--- src/design/ray_ground_point_classifier_top_defines.svh ---
// Assertion macros shared by the classifier RTL.
// Each macro expands to one labeled concurrent assertion that is disabled during reset.
`ifndef RAY_GROUND_POINT_CLASSIFIER_TOP_DEFINES_SVH
`define RAY_GROUND_POINT_CLASSIFIER_TOP_DEFINES_SVH

// The consequent must hold in the same cycle as the antecedent.
`define RGPC_ASSERT_SAME(label, clk, rst, ante, cons) \
  label: assert property (@(posedge clk) disable iff (rst) (ante) |-> (cons)) \
    else $error("rgpc same-cycle check failed");

// The consequent must hold in the cycle after the antecedent.
`define RGPC_ASSERT_NEXT(label, clk, rst, ante, cons) \
  label: assert property (@(posedge clk) disable iff (rst) (ante) |=> (cons)) \
    else $error("rgpc next-cycle check failed");

`endif

--- src/design/rgpc_pkg.sv ---
`timescale 1ns / 1ps
package rgpc_pkg;

  localparam int RADIUS_W    = 18;
  localparam int HEIGHT_W    = 20;
  localparam int INDEX_W     = 16;
  localparam int CFG_W       = 16;
  localparam int REG_INDEX_W = 3;

  // A radial step spans both signs of the radius range.
  localparam int STEP_W = RADIUS_W + 1;
  // Signed product of a Q0.16 tangent (zero-extended) and a step.
  localparam int PROD_W = CFG_W + STEP_W + 1;
  // Threshold after the shift by 16 keeps the width of the step.
  localparam int THR_W  = STEP_W;
  // Band limits are a height plus or minus a threshold.
  localparam int BAND_W = HEIGHT_W + 1;

  localparam logic [CFG_W-1:0] LOCAL_SLOPE_TAN_RST     = 16'd5734;
  localparam logic [CFG_W-1:0] GENERAL_SLOPE_TAN_RST   = 16'd3435;
  localparam logic [CFG_W-1:0] DIVIDER_DISTANCE_MM_RST = 16'd0;
  localparam logic [CFG_W-1:0] MIN_HEIGHT_MM_RST       = 16'd50;
  localparam logic [CFG_W-1:0] RECLASS_DISTANCE_MM_RST = 16'd200;

  typedef enum logic [REG_INDEX_W-1:0] {
    REG_LOCAL_SLOPE_TAN     = 3'd0,
    REG_GENERAL_SLOPE_TAN   = 3'd1,
    REG_DIVIDER_DISTANCE_MM = 3'd2,
    REG_MIN_HEIGHT_MM       = 3'd3,
    REG_RECLASS_DISTANCE_MM = 3'd4
  } reg_index_t;

  typedef struct packed {
    logic [CFG_W-1:0] local_slope_tan;
    logic [CFG_W-1:0] general_slope_tan;
    logic [CFG_W-1:0] divider_distance_mm;
    logic [CFG_W-1:0] min_height_mm;
    logic [CFG_W-1:0] reclass_distance_mm;
  } cfg_regs_t;

  // Input register: the step and the previous height are resolved against the ray start here.
  typedef struct packed {
    logic [STEP_W-1:0]   step;
    logic [RADIUS_W-1:0] radius;
    logic [HEIGHT_W-1:0] height;
    logic [HEIGHT_W-1:0] base_height;
    logic                first;
    logic [INDEX_W-1:0]  index;
  } stage_a_t;

  // Product register: floored thresholds and the step compares.
  typedef struct packed {
    logic [THR_W-1:0]    thr_raw;
    logic [RADIUS_W-1:0] gen;
    logic                gt_div;
    logic                gt_recl;
    logic [HEIGHT_W-1:0] height;
    logic [HEIGHT_W-1:0] base_height;
    logic                first;
    logic [INDEX_W-1:0]  index;
  } stage_b_t;

  // Band register: the three band tests.
  typedef struct packed {
    logic               in_band;
    logic               gen_ok;
    logic               recl_ok;
    logic               first;
    logic [INDEX_W-1:0] index;
  } stage_c_t;

endpackage

--- src/design/rgpc_if.sv ---
`timescale 1ns / 1ps
// Point channel: one lidar point per beat.
interface rgpc_point_if import rgpc_pkg::*; ();
  logic                valid;
  logic                ready;
  logic                first_of_ray;
  logic [RADIUS_W-1:0] radius_mm;
  logic [HEIGHT_W-1:0] height_mm;
  logic [INDEX_W-1:0]  point_index;

  modport source (output valid, first_of_ray, radius_mm, height_mm, point_index,
                  input ready);
  modport sink (input valid, first_of_ray, radius_mm, height_mm, point_index,
                output ready);
endinterface

// Result channel: one classified point per beat.
interface rgpc_result_if import rgpc_pkg::*; ();
  logic               valid;
  logic               ready;
  logic [INDEX_W-1:0] out_index;
  logic               is_ground;

  modport source (output valid, out_index, is_ground, input ready);
  modport sink (input valid, out_index, is_ground, output ready);
endinterface

// Configuration write channel: register index and write data per beat.
interface rgpc_cfg_if import rgpc_pkg::*; ();
  logic                   valid;
  logic                   ready;
  logic [REG_INDEX_W-1:0] index;
  logic [CFG_W-1:0]       data;

  modport source (output valid, index, data, input ready);
  modport sink (input valid, index, data, output ready);
endinterface

--- src/design/rgpc_cfg_regs.sv ---
`timescale 1ns / 1ps
// Register file for the classifier thresholds. Writes to unknown indexes are dropped.
module rgpc_cfg_regs import rgpc_pkg::*; (
  input  logic      clk,
  input  logic      rst,
  rgpc_cfg_if.sink  cfg,
  output cfg_regs_t regs
);

  assign cfg.ready = 1'b1;

  always_ff @(posedge clk) begin
    if (rst) begin
      regs.local_slope_tan     <= LOCAL_SLOPE_TAN_RST;
      regs.general_slope_tan   <= GENERAL_SLOPE_TAN_RST;
      regs.divider_distance_mm <= DIVIDER_DISTANCE_MM_RST;
      regs.min_height_mm       <= MIN_HEIGHT_MM_RST;
      regs.reclass_distance_mm <= RECLASS_DISTANCE_MM_RST;
    end else if (cfg.valid) begin
      case (reg_index_t'(cfg.index))
        REG_LOCAL_SLOPE_TAN:     regs.local_slope_tan     <= cfg.data;
        REG_GENERAL_SLOPE_TAN:   regs.general_slope_tan   <= cfg.data;
        REG_DIVIDER_DISTANCE_MM: regs.divider_distance_mm <= cfg.data;
        REG_MIN_HEIGHT_MM:       regs.min_height_mm       <= cfg.data;
        REG_RECLASS_DISTANCE_MM: regs.reclass_distance_mm <= cfg.data;
        default: begin
        end
      endcase
    end
  end

endmodule

--- src/design/ray_ground_point_classifier_top.sv ---
`timescale 1ns / 1ps
// Ray ground classifier. Points of one angular ray enter on the points channel in order of
// rising radius, with first_of_ray set on the first point of each ray, and every point leaves
// on the results channel as its index plus a ground flag, in arrival order. The block takes
// one point per clock cycle when the results side keeps up, and a result passes through the
// input, product, band and output registers before it appears on the results channel. That
// layout is set by the Q0.16 multiplies by the slope tangents, which have a register stage
// of their own, and by the ground-flag recurrence, which closes through a single
// multiplexer in front of the output register. Each register stage has its own valid bit
// and takes a new beat whenever it is empty or the stage after it moves, so points keep
// flowing into free stages while a finished result waits to be taken. Thresholds are
// written on the cfg channel, which is always ready; they must only change while no point
// is in flight.
`include "ray_ground_point_classifier_top_defines.svh"

module ray_ground_point_classifier_top import rgpc_pkg::*; (
  input  logic            clk,
  input  logic            rst,
  rgpc_point_if.sink      points,
  rgpc_result_if.source   results,
  rgpc_cfg_if.sink        cfg
);

  cfg_regs_t regs;

  rgpc_cfg_regs u_cfg_regs (
    .clk  (clk),
    .rst  (rst),
    .cfg  (cfg),
    .regs (regs)
  );

  // Radius and height of the previously accepted point. These track the input side, so a
  // new point can compute its step without waiting for earlier points to finish.
  logic [RADIUS_W-1:0] last_radius;
  logic [HEIGHT_W-1:0] last_height;
  // Ground flag of the most recent point to reach the output register.
  logic                last_was_ground;

  logic     a_valid, b_valid, c_valid, o_valid;
  stage_a_t a_stage, a_next;
  stage_b_t b_stage, b_next;
  stage_c_t c_stage, c_next;
  logic [INDEX_W-1:0] o_index;
  logic               o_ground;
  logic               ground_next;

  logic o_free, c_free, b_free, a_free;
  logic in_acc;

  // Each stage can take a new beat when it is empty or when its contents move on.
  always_comb begin
    o_free = !o_valid || results.ready;
    c_free = !c_valid || o_free;
    b_free = !b_valid || c_free;
    a_free = !a_valid || b_free;
  end

  assign points.ready = a_free;
  assign in_acc       = points.valid && a_free;

  // Input stage: a ray start compares against zero radius and zero height.
  logic [RADIUS_W-1:0] base_radius;
  always_comb begin
    base_radius         = points.first_of_ray ? '0 : last_radius;
    a_next.step         = {1'b0, points.radius_mm} - {1'b0, base_radius};
    a_next.radius       = points.radius_mm;
    a_next.height       = points.height_mm;
    a_next.base_height  = points.first_of_ray ? '0 : last_height;
    a_next.first        = points.first_of_ray;
    a_next.index        = points.point_index;
  end

  // Product stage: the two tangent multiplies run side by side. Taking the bits above the
  // fraction of a signed product floors it toward minus infinity.
  logic signed [PROD_W-1:0]          local_prod;
  logic        [CFG_W+RADIUS_W-1:0]  gen_prod;
  always_comb begin
    local_prod = $signed({1'b0, regs.local_slope_tan}) * $signed(a_stage.step);
    gen_prod   = regs.general_slope_tan * a_stage.radius;

    b_next.thr_raw     = local_prod[CFG_W+STEP_W-1:CFG_W];
    b_next.gen         = gen_prod[CFG_W+RADIUS_W-1:CFG_W];
    b_next.gt_div      = $signed(a_stage.step) >
                         $signed({{(STEP_W-CFG_W){1'b0}}, regs.divider_distance_mm});
    b_next.gt_recl     = $signed(a_stage.step) >
                         $signed({{(STEP_W-CFG_W){1'b0}}, regs.reclass_distance_mm});
    b_next.height      = a_stage.height;
    b_next.base_height = a_stage.base_height;
    b_next.first       = a_stage.first;
    b_next.index       = a_stage.index;
  end

  // Band stage: raise the local threshold for long steps, then test the three bands.
  logic signed [THR_W-1:0]  min_thr;
  logic signed [THR_W-1:0]  thr_c;
  logic signed [BAND_W-1:0] h_w, ph_w, thr_w, gen_w, band_hi, band_lo;
  always_comb begin
    min_thr = $signed({{(THR_W-CFG_W){1'b0}}, regs.min_height_mm});
    thr_c   = (b_stage.gt_div && ($signed(b_stage.thr_raw) < min_thr)) ?
              min_thr : $signed(b_stage.thr_raw);

    h_w     = $signed({b_stage.height[HEIGHT_W-1], b_stage.height});
    ph_w    = $signed({b_stage.base_height[HEIGHT_W-1], b_stage.base_height});
    thr_w   = $signed({{(BAND_W-THR_W){thr_c[THR_W-1]}}, thr_c});
    gen_w   = $signed({{(BAND_W-RADIUS_W){1'b0}}, b_stage.gen});
    band_hi = ph_w + thr_w;
    band_lo = ph_w - thr_w;

    c_next.in_band = (h_w <= band_hi) && (h_w >= band_lo);
    c_next.gen_ok  = (h_w <= gen_w) && (h_w >= -gen_w);
    c_next.recl_ok = b_stage.gt_recl && (h_w <= thr_w) && (h_w >= -thr_w);
    c_next.first   = b_stage.first;
    c_next.index   = b_stage.index;
  end

  // Output stage: past the input stage, the only dependence between neighboring points is the
  // ground flag, which is resolved here in one select.
  always_comb begin
    if (c_stage.in_band) begin
      ground_next = (last_was_ground && !c_stage.first) || c_stage.gen_ok;
    end else begin
      ground_next = c_stage.recl_ok;
    end
  end

  always_ff @(posedge clk) begin
    if (rst) begin
      a_valid         <= 1'b0;
      b_valid         <= 1'b0;
      c_valid         <= 1'b0;
      o_valid         <= 1'b0;
      last_was_ground <= 1'b0;
      last_radius     <= '0;
      last_height     <= '0;
    end else begin
      if (a_free) begin
        a_valid <= points.valid;
      end
      if (b_free) begin
        b_valid <= a_valid;
      end
      if (c_free) begin
        c_valid <= b_valid;
      end
      if (o_free) begin
        o_valid <= c_valid;
      end
      if (c_valid && o_free) begin
        last_was_ground <= ground_next;
      end
      if (in_acc) begin
        last_radius <= points.radius_mm;
        last_height <= points.height_mm;
      end
    end
  end

  always_ff @(posedge clk) begin
    if (in_acc) begin
      a_stage <= a_next;
    end
    if (a_valid && b_free) begin
      b_stage <= b_next;
    end
    if (b_valid && c_free) begin
      c_stage <= c_next;
    end
    if (c_valid && o_free) begin
      o_index  <= c_stage.index;
      o_ground <= ground_next;
    end
  end

  assign results.valid     = o_valid;
  assign results.out_index = o_index;
  assign results.is_ground = o_ground;

  // A point that starts a ray steps from zero radius.
  `RGPC_ASSERT_NEXT(a_ray_start_step, clk, rst, in_acc && points.first_of_ray,
    a_stage.step == STEP_W'($past(points.radius_mm)))
  // The recurrence register always agrees with the result on display.
  `RGPC_ASSERT_SAME(a_ground_state_matches, clk, rst, o_valid,
    last_was_ground == o_ground)
  // The minimum-height raise never leaves the threshold below the minimum.
  `RGPC_ASSERT_SAME(a_thr_raise, clk, rst, b_valid && b_stage.gt_div,
    thr_c >= min_thr)
  // A band result is held while the output register is blocked.
  `RGPC_ASSERT_NEXT(a_band_stage_holds, clk, rst, c_valid && !o_free,
    c_valid && $stable(c_stage))

endmodule
--- src/flat_wrapper.sv ---
// flat-port wrapper written by rule: the top's interface ports become plain ports
module ray_ground_point_classifier_top_flat import rgpc_pkg::*;
  (clk, rst, points_valid, points_first_of_ray, points_radius_mm, points_height_mm, points_point_index, points_ready, results_valid, results_out_index, results_is_ground, results_ready, cfg_valid, cfg_index, cfg_data, cfg_ready);
  rgpc_point_if points_i ();
  rgpc_result_if results_i ();
  rgpc_cfg_if cfg_i ();
  input  logic clk;
  input  logic rst;
  input wire logic [$bits(points_i.valid)-1:0] points_valid;
  input wire logic [$bits(points_i.first_of_ray)-1:0] points_first_of_ray;
  input wire logic [$bits(points_i.radius_mm)-1:0] points_radius_mm;
  input wire logic [$bits(points_i.height_mm)-1:0] points_height_mm;
  input wire logic [$bits(points_i.point_index)-1:0] points_point_index;
  output wire logic [$bits(points_i.ready)-1:0] points_ready;
  output wire logic [$bits(results_i.valid)-1:0] results_valid;
  output wire logic [$bits(results_i.out_index)-1:0] results_out_index;
  output wire logic [$bits(results_i.is_ground)-1:0] results_is_ground;
  input wire logic [$bits(results_i.ready)-1:0] results_ready;
  input wire logic [$bits(cfg_i.valid)-1:0] cfg_valid;
  input wire logic [$bits(cfg_i.index)-1:0] cfg_index;
  input wire logic [$bits(cfg_i.data)-1:0] cfg_data;
  output wire logic [$bits(cfg_i.ready)-1:0] cfg_ready;
  assign points_i.valid = points_valid;
  assign points_i.first_of_ray = points_first_of_ray;
  assign points_i.radius_mm = points_radius_mm;
  assign points_i.height_mm = points_height_mm;
  assign points_i.point_index = points_point_index;
  assign points_ready = points_i.ready;
  assign results_valid = results_i.valid;
  assign results_out_index = results_i.out_index;
  assign results_is_ground = results_i.is_ground;
  assign results_i.ready = results_ready;
  assign cfg_i.valid = cfg_valid;
  assign cfg_i.index = cfg_index;
  assign cfg_i.data = cfg_data;
  assign cfg_ready = cfg_i.ready;
  ray_ground_point_classifier_top u_core (.clk(clk), .rst(rst), .points(points_i), .results(results_i), .cfg(cfg_i));
endmodule
--- config.mk ---
export PLATFORM = sky130hd
export DESIGN_NAME = ray_ground_point_classifier_top_flat
export DESIGN_NICKNAME = d
export VERILOG_FILES = /design/src/design/rgpc_pkg.sv /design/src/design/rgpc_if.sv /design/src/design/rgpc_cfg_regs.sv /design/src/design/ray_ground_point_classifier_top.sv /design/src/flat_wrapper.sv
export VERILOG_INCLUDE_DIRS = /design/src /design/src/design
export SDC_FILE = /design/constraint.sdc
export NUM_CORES = 2
export LEC_CHECK = 0
export ABC_AREA = 1
export BUFFER_PORTS_ARGS = -buffer_cell sky130_fd_sc_hd__buf_2
export CAP_MARGIN = 20
export CORE_MARGIN = 2
export CORE_UTILIZATION = 40
export CTS_CLUSTER_DIAMETER = 50
export DETAILED_ROUTE_END_ITERATION = 7
export GPL_TIMING_DRIVEN = 0
export SETUP_SLACK_MARGIN = 0.3
export SYNTH_ARGS = -nofsm -noshare
export SYNTH_HDL_FRONTEND = slang
export SYNTH_SLANG_ARGS = --single-unit
--- constraint.sdc ---
create_clock -name clk -period 7 [get_ports clk]
set_input_delay 1.4 -clock clk [delete_from_list [all_inputs] [get_ports clk]]
set_output_delay 1.4 -clock clk [all_outputs]
set_load 0.03 [all_outputs]
==> flow_metrics.env <==
export IMPL_holdWs_ns=0.399
export IMPL_cts_tree="yes"
export IMPL_crit_arrival_ns=6.77
export IMPL_syn_num_nets=5813
export IMPL_crit_type="reg -> reg"
export IMPL_top_usage_layer="met2"
export IMPL_yosysTopAreaCellShare_pct=26.0
export IMPL_slew_viol_final=0
export IMPL_fmax_ghz=0.155
export IMPL_synth_top_family_by_area="adder cells"
export IMPL_met1_usage_pct=31.9
export IMPL_vias_per_cell=5.00
export IMPL_cts_root_buffer="clkbuf_16"
export IMPL_worst_path_max_fanout=10
export IMPL_ctsHtreeMaxLevel=2
export IMPL_ios=99
export IMPL_setup_violations=0
export IMPL_rows=116
export IMPL_synth_edff_count=227
export IMPL_core_area_mm2=0.100
export IMPL_clk_latency_ns=0.59
export IMPL_ys_top_cells_by_count="inv_1 (1100), nand2_1 (1018), fa_1 (524)"
export IMPL_synth_area_mm2=0.0403
export IMPL_worst_path_max_delay_cell="fa_1"
export IMPL_synth_ff_type="edfxtp_1"
export IMPL_syn2layout_area_growth_pct=8.92
export IMPL_synthCells=4792
export IMPL_numCtsBuffers=41
export IMPL_grt_pass1_vias=31500
export IMPL_hold_path_class="reg -> reg"
export IMPL_path_cells="clkbuf_1 -> clkbuf_2 -> nand2_1 -> fa_1 -> inv_1 -> fa_1 -> inv_1 -> fa_1 -> fa_1 -> fa_1 -> inv_1 -> fa_1 -> ha_1 -> a21oi_1 -> inv_1 -> a21oi_1 -> inv_1 -> a21oi_1 -> nor3_1 -> a211oi_1 -> nand2_1 -> xor2_1"
export IMPL_start_util_pct=40.3
export IMPL_gr_usage_all_layers_pct=22.3
export IMPL_startpoint_type="flop"
export IMPL_nFillCells=9829
export IMPL_nets=5954
export IMPL_fin_skew_ns=0.0345
export IMPL_place_gp_congestion=0.937
export IMPL_grt_pass1_wl_um=178000
export IMPL_wl_per_cell_um=18.2
export IMPL_die_area_mm2=0.103
export IMPL_holdBufCountCts=0
export IMPL_die_w_um=321
export IMPL_yosysMostFrequentCell="inv_1"
export IMPL_required_ns=7.31
export IMPL_cpMostUsedCell="fa_1"
export IMPL_synthTopCellsByArea="fa_1 (26%), edfxtp_1 (17%), ha_1 (13%), inv_1 (10%), nand2_1 (9.5%)"
export IMPL_gr_total_overflow=0
export IMPL_hpwlAfterDp_um=93700
export IMPL_slew_headroom_pct=35.2
export IMPL_antenna_found_initial=3
export IMPL_dr_pass1_iters=6
export IMPL_status="complete, no violations"
export IMPL_synth_xor_area_share_pct=2.61
export IMPL_synth_async_sr_flop_share_pct=0
export IMPL_ant_nets=0
export IMPL_synth_compound_area_share_pct=7.68
export IMPL_avgSynthCellArea_um2=8.41
export IMPL_routed_wl_um=114000
export IMPL_gr_usage_met2_pct=35.2
export IMPL_ys_types=55
export IMPL_yosys_warnings=0
export IMPL_synth_simple_area_share_pct=15.5
export IMPL_drive_gt1_share_pct=5.82
export IMPL_num_vias=31300
export IMPL_drtIter0Drc=2378
export IMPL_cts_sinks=350
export IMPL_fin_crit_ns=6.46
export IMPL_yosysTopAreaCell="fa_1"
export IMPL_yosys_area_share_adder_pct=39.0
export IMPL_grt_max_degree=69
export IMPL_rsz0062_at_grt="yes"
export IMPL_fp_dieH_um=321
export IMPL_drc_errors=0
export IMPL_tightestPinTransition_ns=0.969
export IMPL_io_buffers=96
export IMPL_period_share_pct=92.2
export IMPL_synth_area_mux_share_pct=0
export IMPL_clkTransAtPathRegs_ns=0.06
export IMPL_cts_buffer_depth=3
export IMPL_worst_setup_path_end_kind="flop"
export IMPL_synth_seq_cells=350
export IMPL_cap_viol_max_count=0
export IMPL_seq_area_frac_synth_pct=23.0
export IMPL_hold_viol_final=0
export IMPL_globalRouteMet3Util_pct=3.53
export IMPL_slowest_delay_ns=0.57
critical path, delay by kind of cell (launching register included):
| family | cells | cell delay, ns |
|---|---|---|
| flops | 1 | 0.48 |
| xor+xnor | 1 | 0.15 |
| simple gates | 3 | 0.31 |
| compound gates | 4 | 0.79 |
| buf+inv | 7 | 1.04 |
| fa+ha+maj | 7 | 3.43 |
cells by family after synthesis:
logic type | count (synthesis)
AND/OR/NAND/NOR | 1517
flip-flops | 350
buffers and inverters | 1290
adder cells (fa/ha/maj) | 942
XOR/XNOR | 120
AO/OA/AOI/OAI | 572
other | 1
sequential cells by signal, summed over array words and instances, names as in the netlist:
register / count
u_core.results.out_index: 16
u_core.a_stage: 94
u_core.c_stage: 20
u_core.last_was_ground: 1
u_core.last_height: 20
u_core.b_valid: 1
u_core.c_valid: 1
u_core.results.is_ground: 1
u_core.last_radius: 18
u_core.u_cfg_regs.regs: 80
u_core.results.valid: 1
u_core.b_stage: 96
u_core.a_valid: 1
metal layers:
layer	wire length, µm	vias to the layer above
met5	18	-
li1	-	15000
met1	52800	15100
met4	2860	2
met3	8170	141
met2	50400	986
placed cells by master (no fill, tap or decap), types with 6 or more instances in the layout:
cell,Yosys,routed
nor2_2,8,9
nand3_1,109,109
o21bai_1,7,7
inv_1,1100,1099
dfxtp_1,123,123
clkbuf_16,0,42
nor3_1,30,30
a21boi_0,8,8
nand2_2,20,20
nand3_2,8,8
o21ai_1,9,10
nor2_1,250,249
clkbuf_1,160,117
o211ai_1,11,11
nand2_1,1018,1018
o21ai_0,201,200
clkbuf_2,0,57
edfxtp_1,227,227
a21o_1,8,8
a31oi_1,9,9
xor2_1,92,92
a211oi_1,11,11
nor4_1,13,13
buf_2,8,104
clkinv_1,1,6
buf_1,13,6
nand4_1,38,38
xnor2_1,28,28
ha_1,418,418
o21a_1,7,7
a21oi_1,276,276
fa_1,524,524
cell type report:
| class | count | area (µm²) | area share (%) |
|---|---|---|---|
| Antenna cell | 1 | 2.50 | 0.00570 |
| Buffer | 187 | 828 | 1.89 |
| Clock buffer | 53 | 1120 | 2.56 |
| Clock inverter | 23 | 228 | 0.519 |
| Inverter | 1103 | 4140 | 9.44 |
| Multi-Input combinational cell | 3152 | 26100 | 59.5 |
| Sequential cell | 350 | 9280 | 21.2 |
| Tap cell | 1298 | 1620 | 3.70 |
| Timing Repair Buffer | 98 | 536 | 1.22 |
worst paths after layout:
path / endpoint / slack, ns / from / cells after the start
worst min register to register: u_core.b_stage[22] / 0.40 / u_core.a_stage[22] / 0
worst max register to register: u_core.b_stage[95] / 0.54 / u_core.a_stage[90] / 22
worst min-delay path: u_core.b_stage[22] / 0.40 / u_core.a_stage[22] / 0
worst max-delay path: u_core.b_stage[95] / 0.54 / u_core.a_stage[90] / 22
repair_timing:
item                                    4_1_cts  5_1_grt
endpoints found under the setup margin        4       25
setup buffers                                 0        0
gates resized for setup                       4      100
hold endpoints to repair                      0        0
per-stage QoR:
step | instances | setup TNS (ns) | worst slack [ns] | area, µm² | util (%)
6_report | 6265 | 0 | 0.544 | 43900 | 43.9
5_1_grt | 6265 | 0 | 0.294 | 43900 | 43.9
4_1_cts | 6264 | 0 | 0.325 | 43800 | 43.8
3_5_place_dp | 6188 | 0 | 0.236 | 42400 | 42.4
3_3_place_gp | 6186 | -55.18 | -0.565 | 42400 | 42.4
2_1_floorplan | 4792 | 0 | 1.29 | 40300 | -
Power is left out: the tool's default activity adds up to more than one toggle a clock period on the data nets, which glitch-free logic cannot reach.
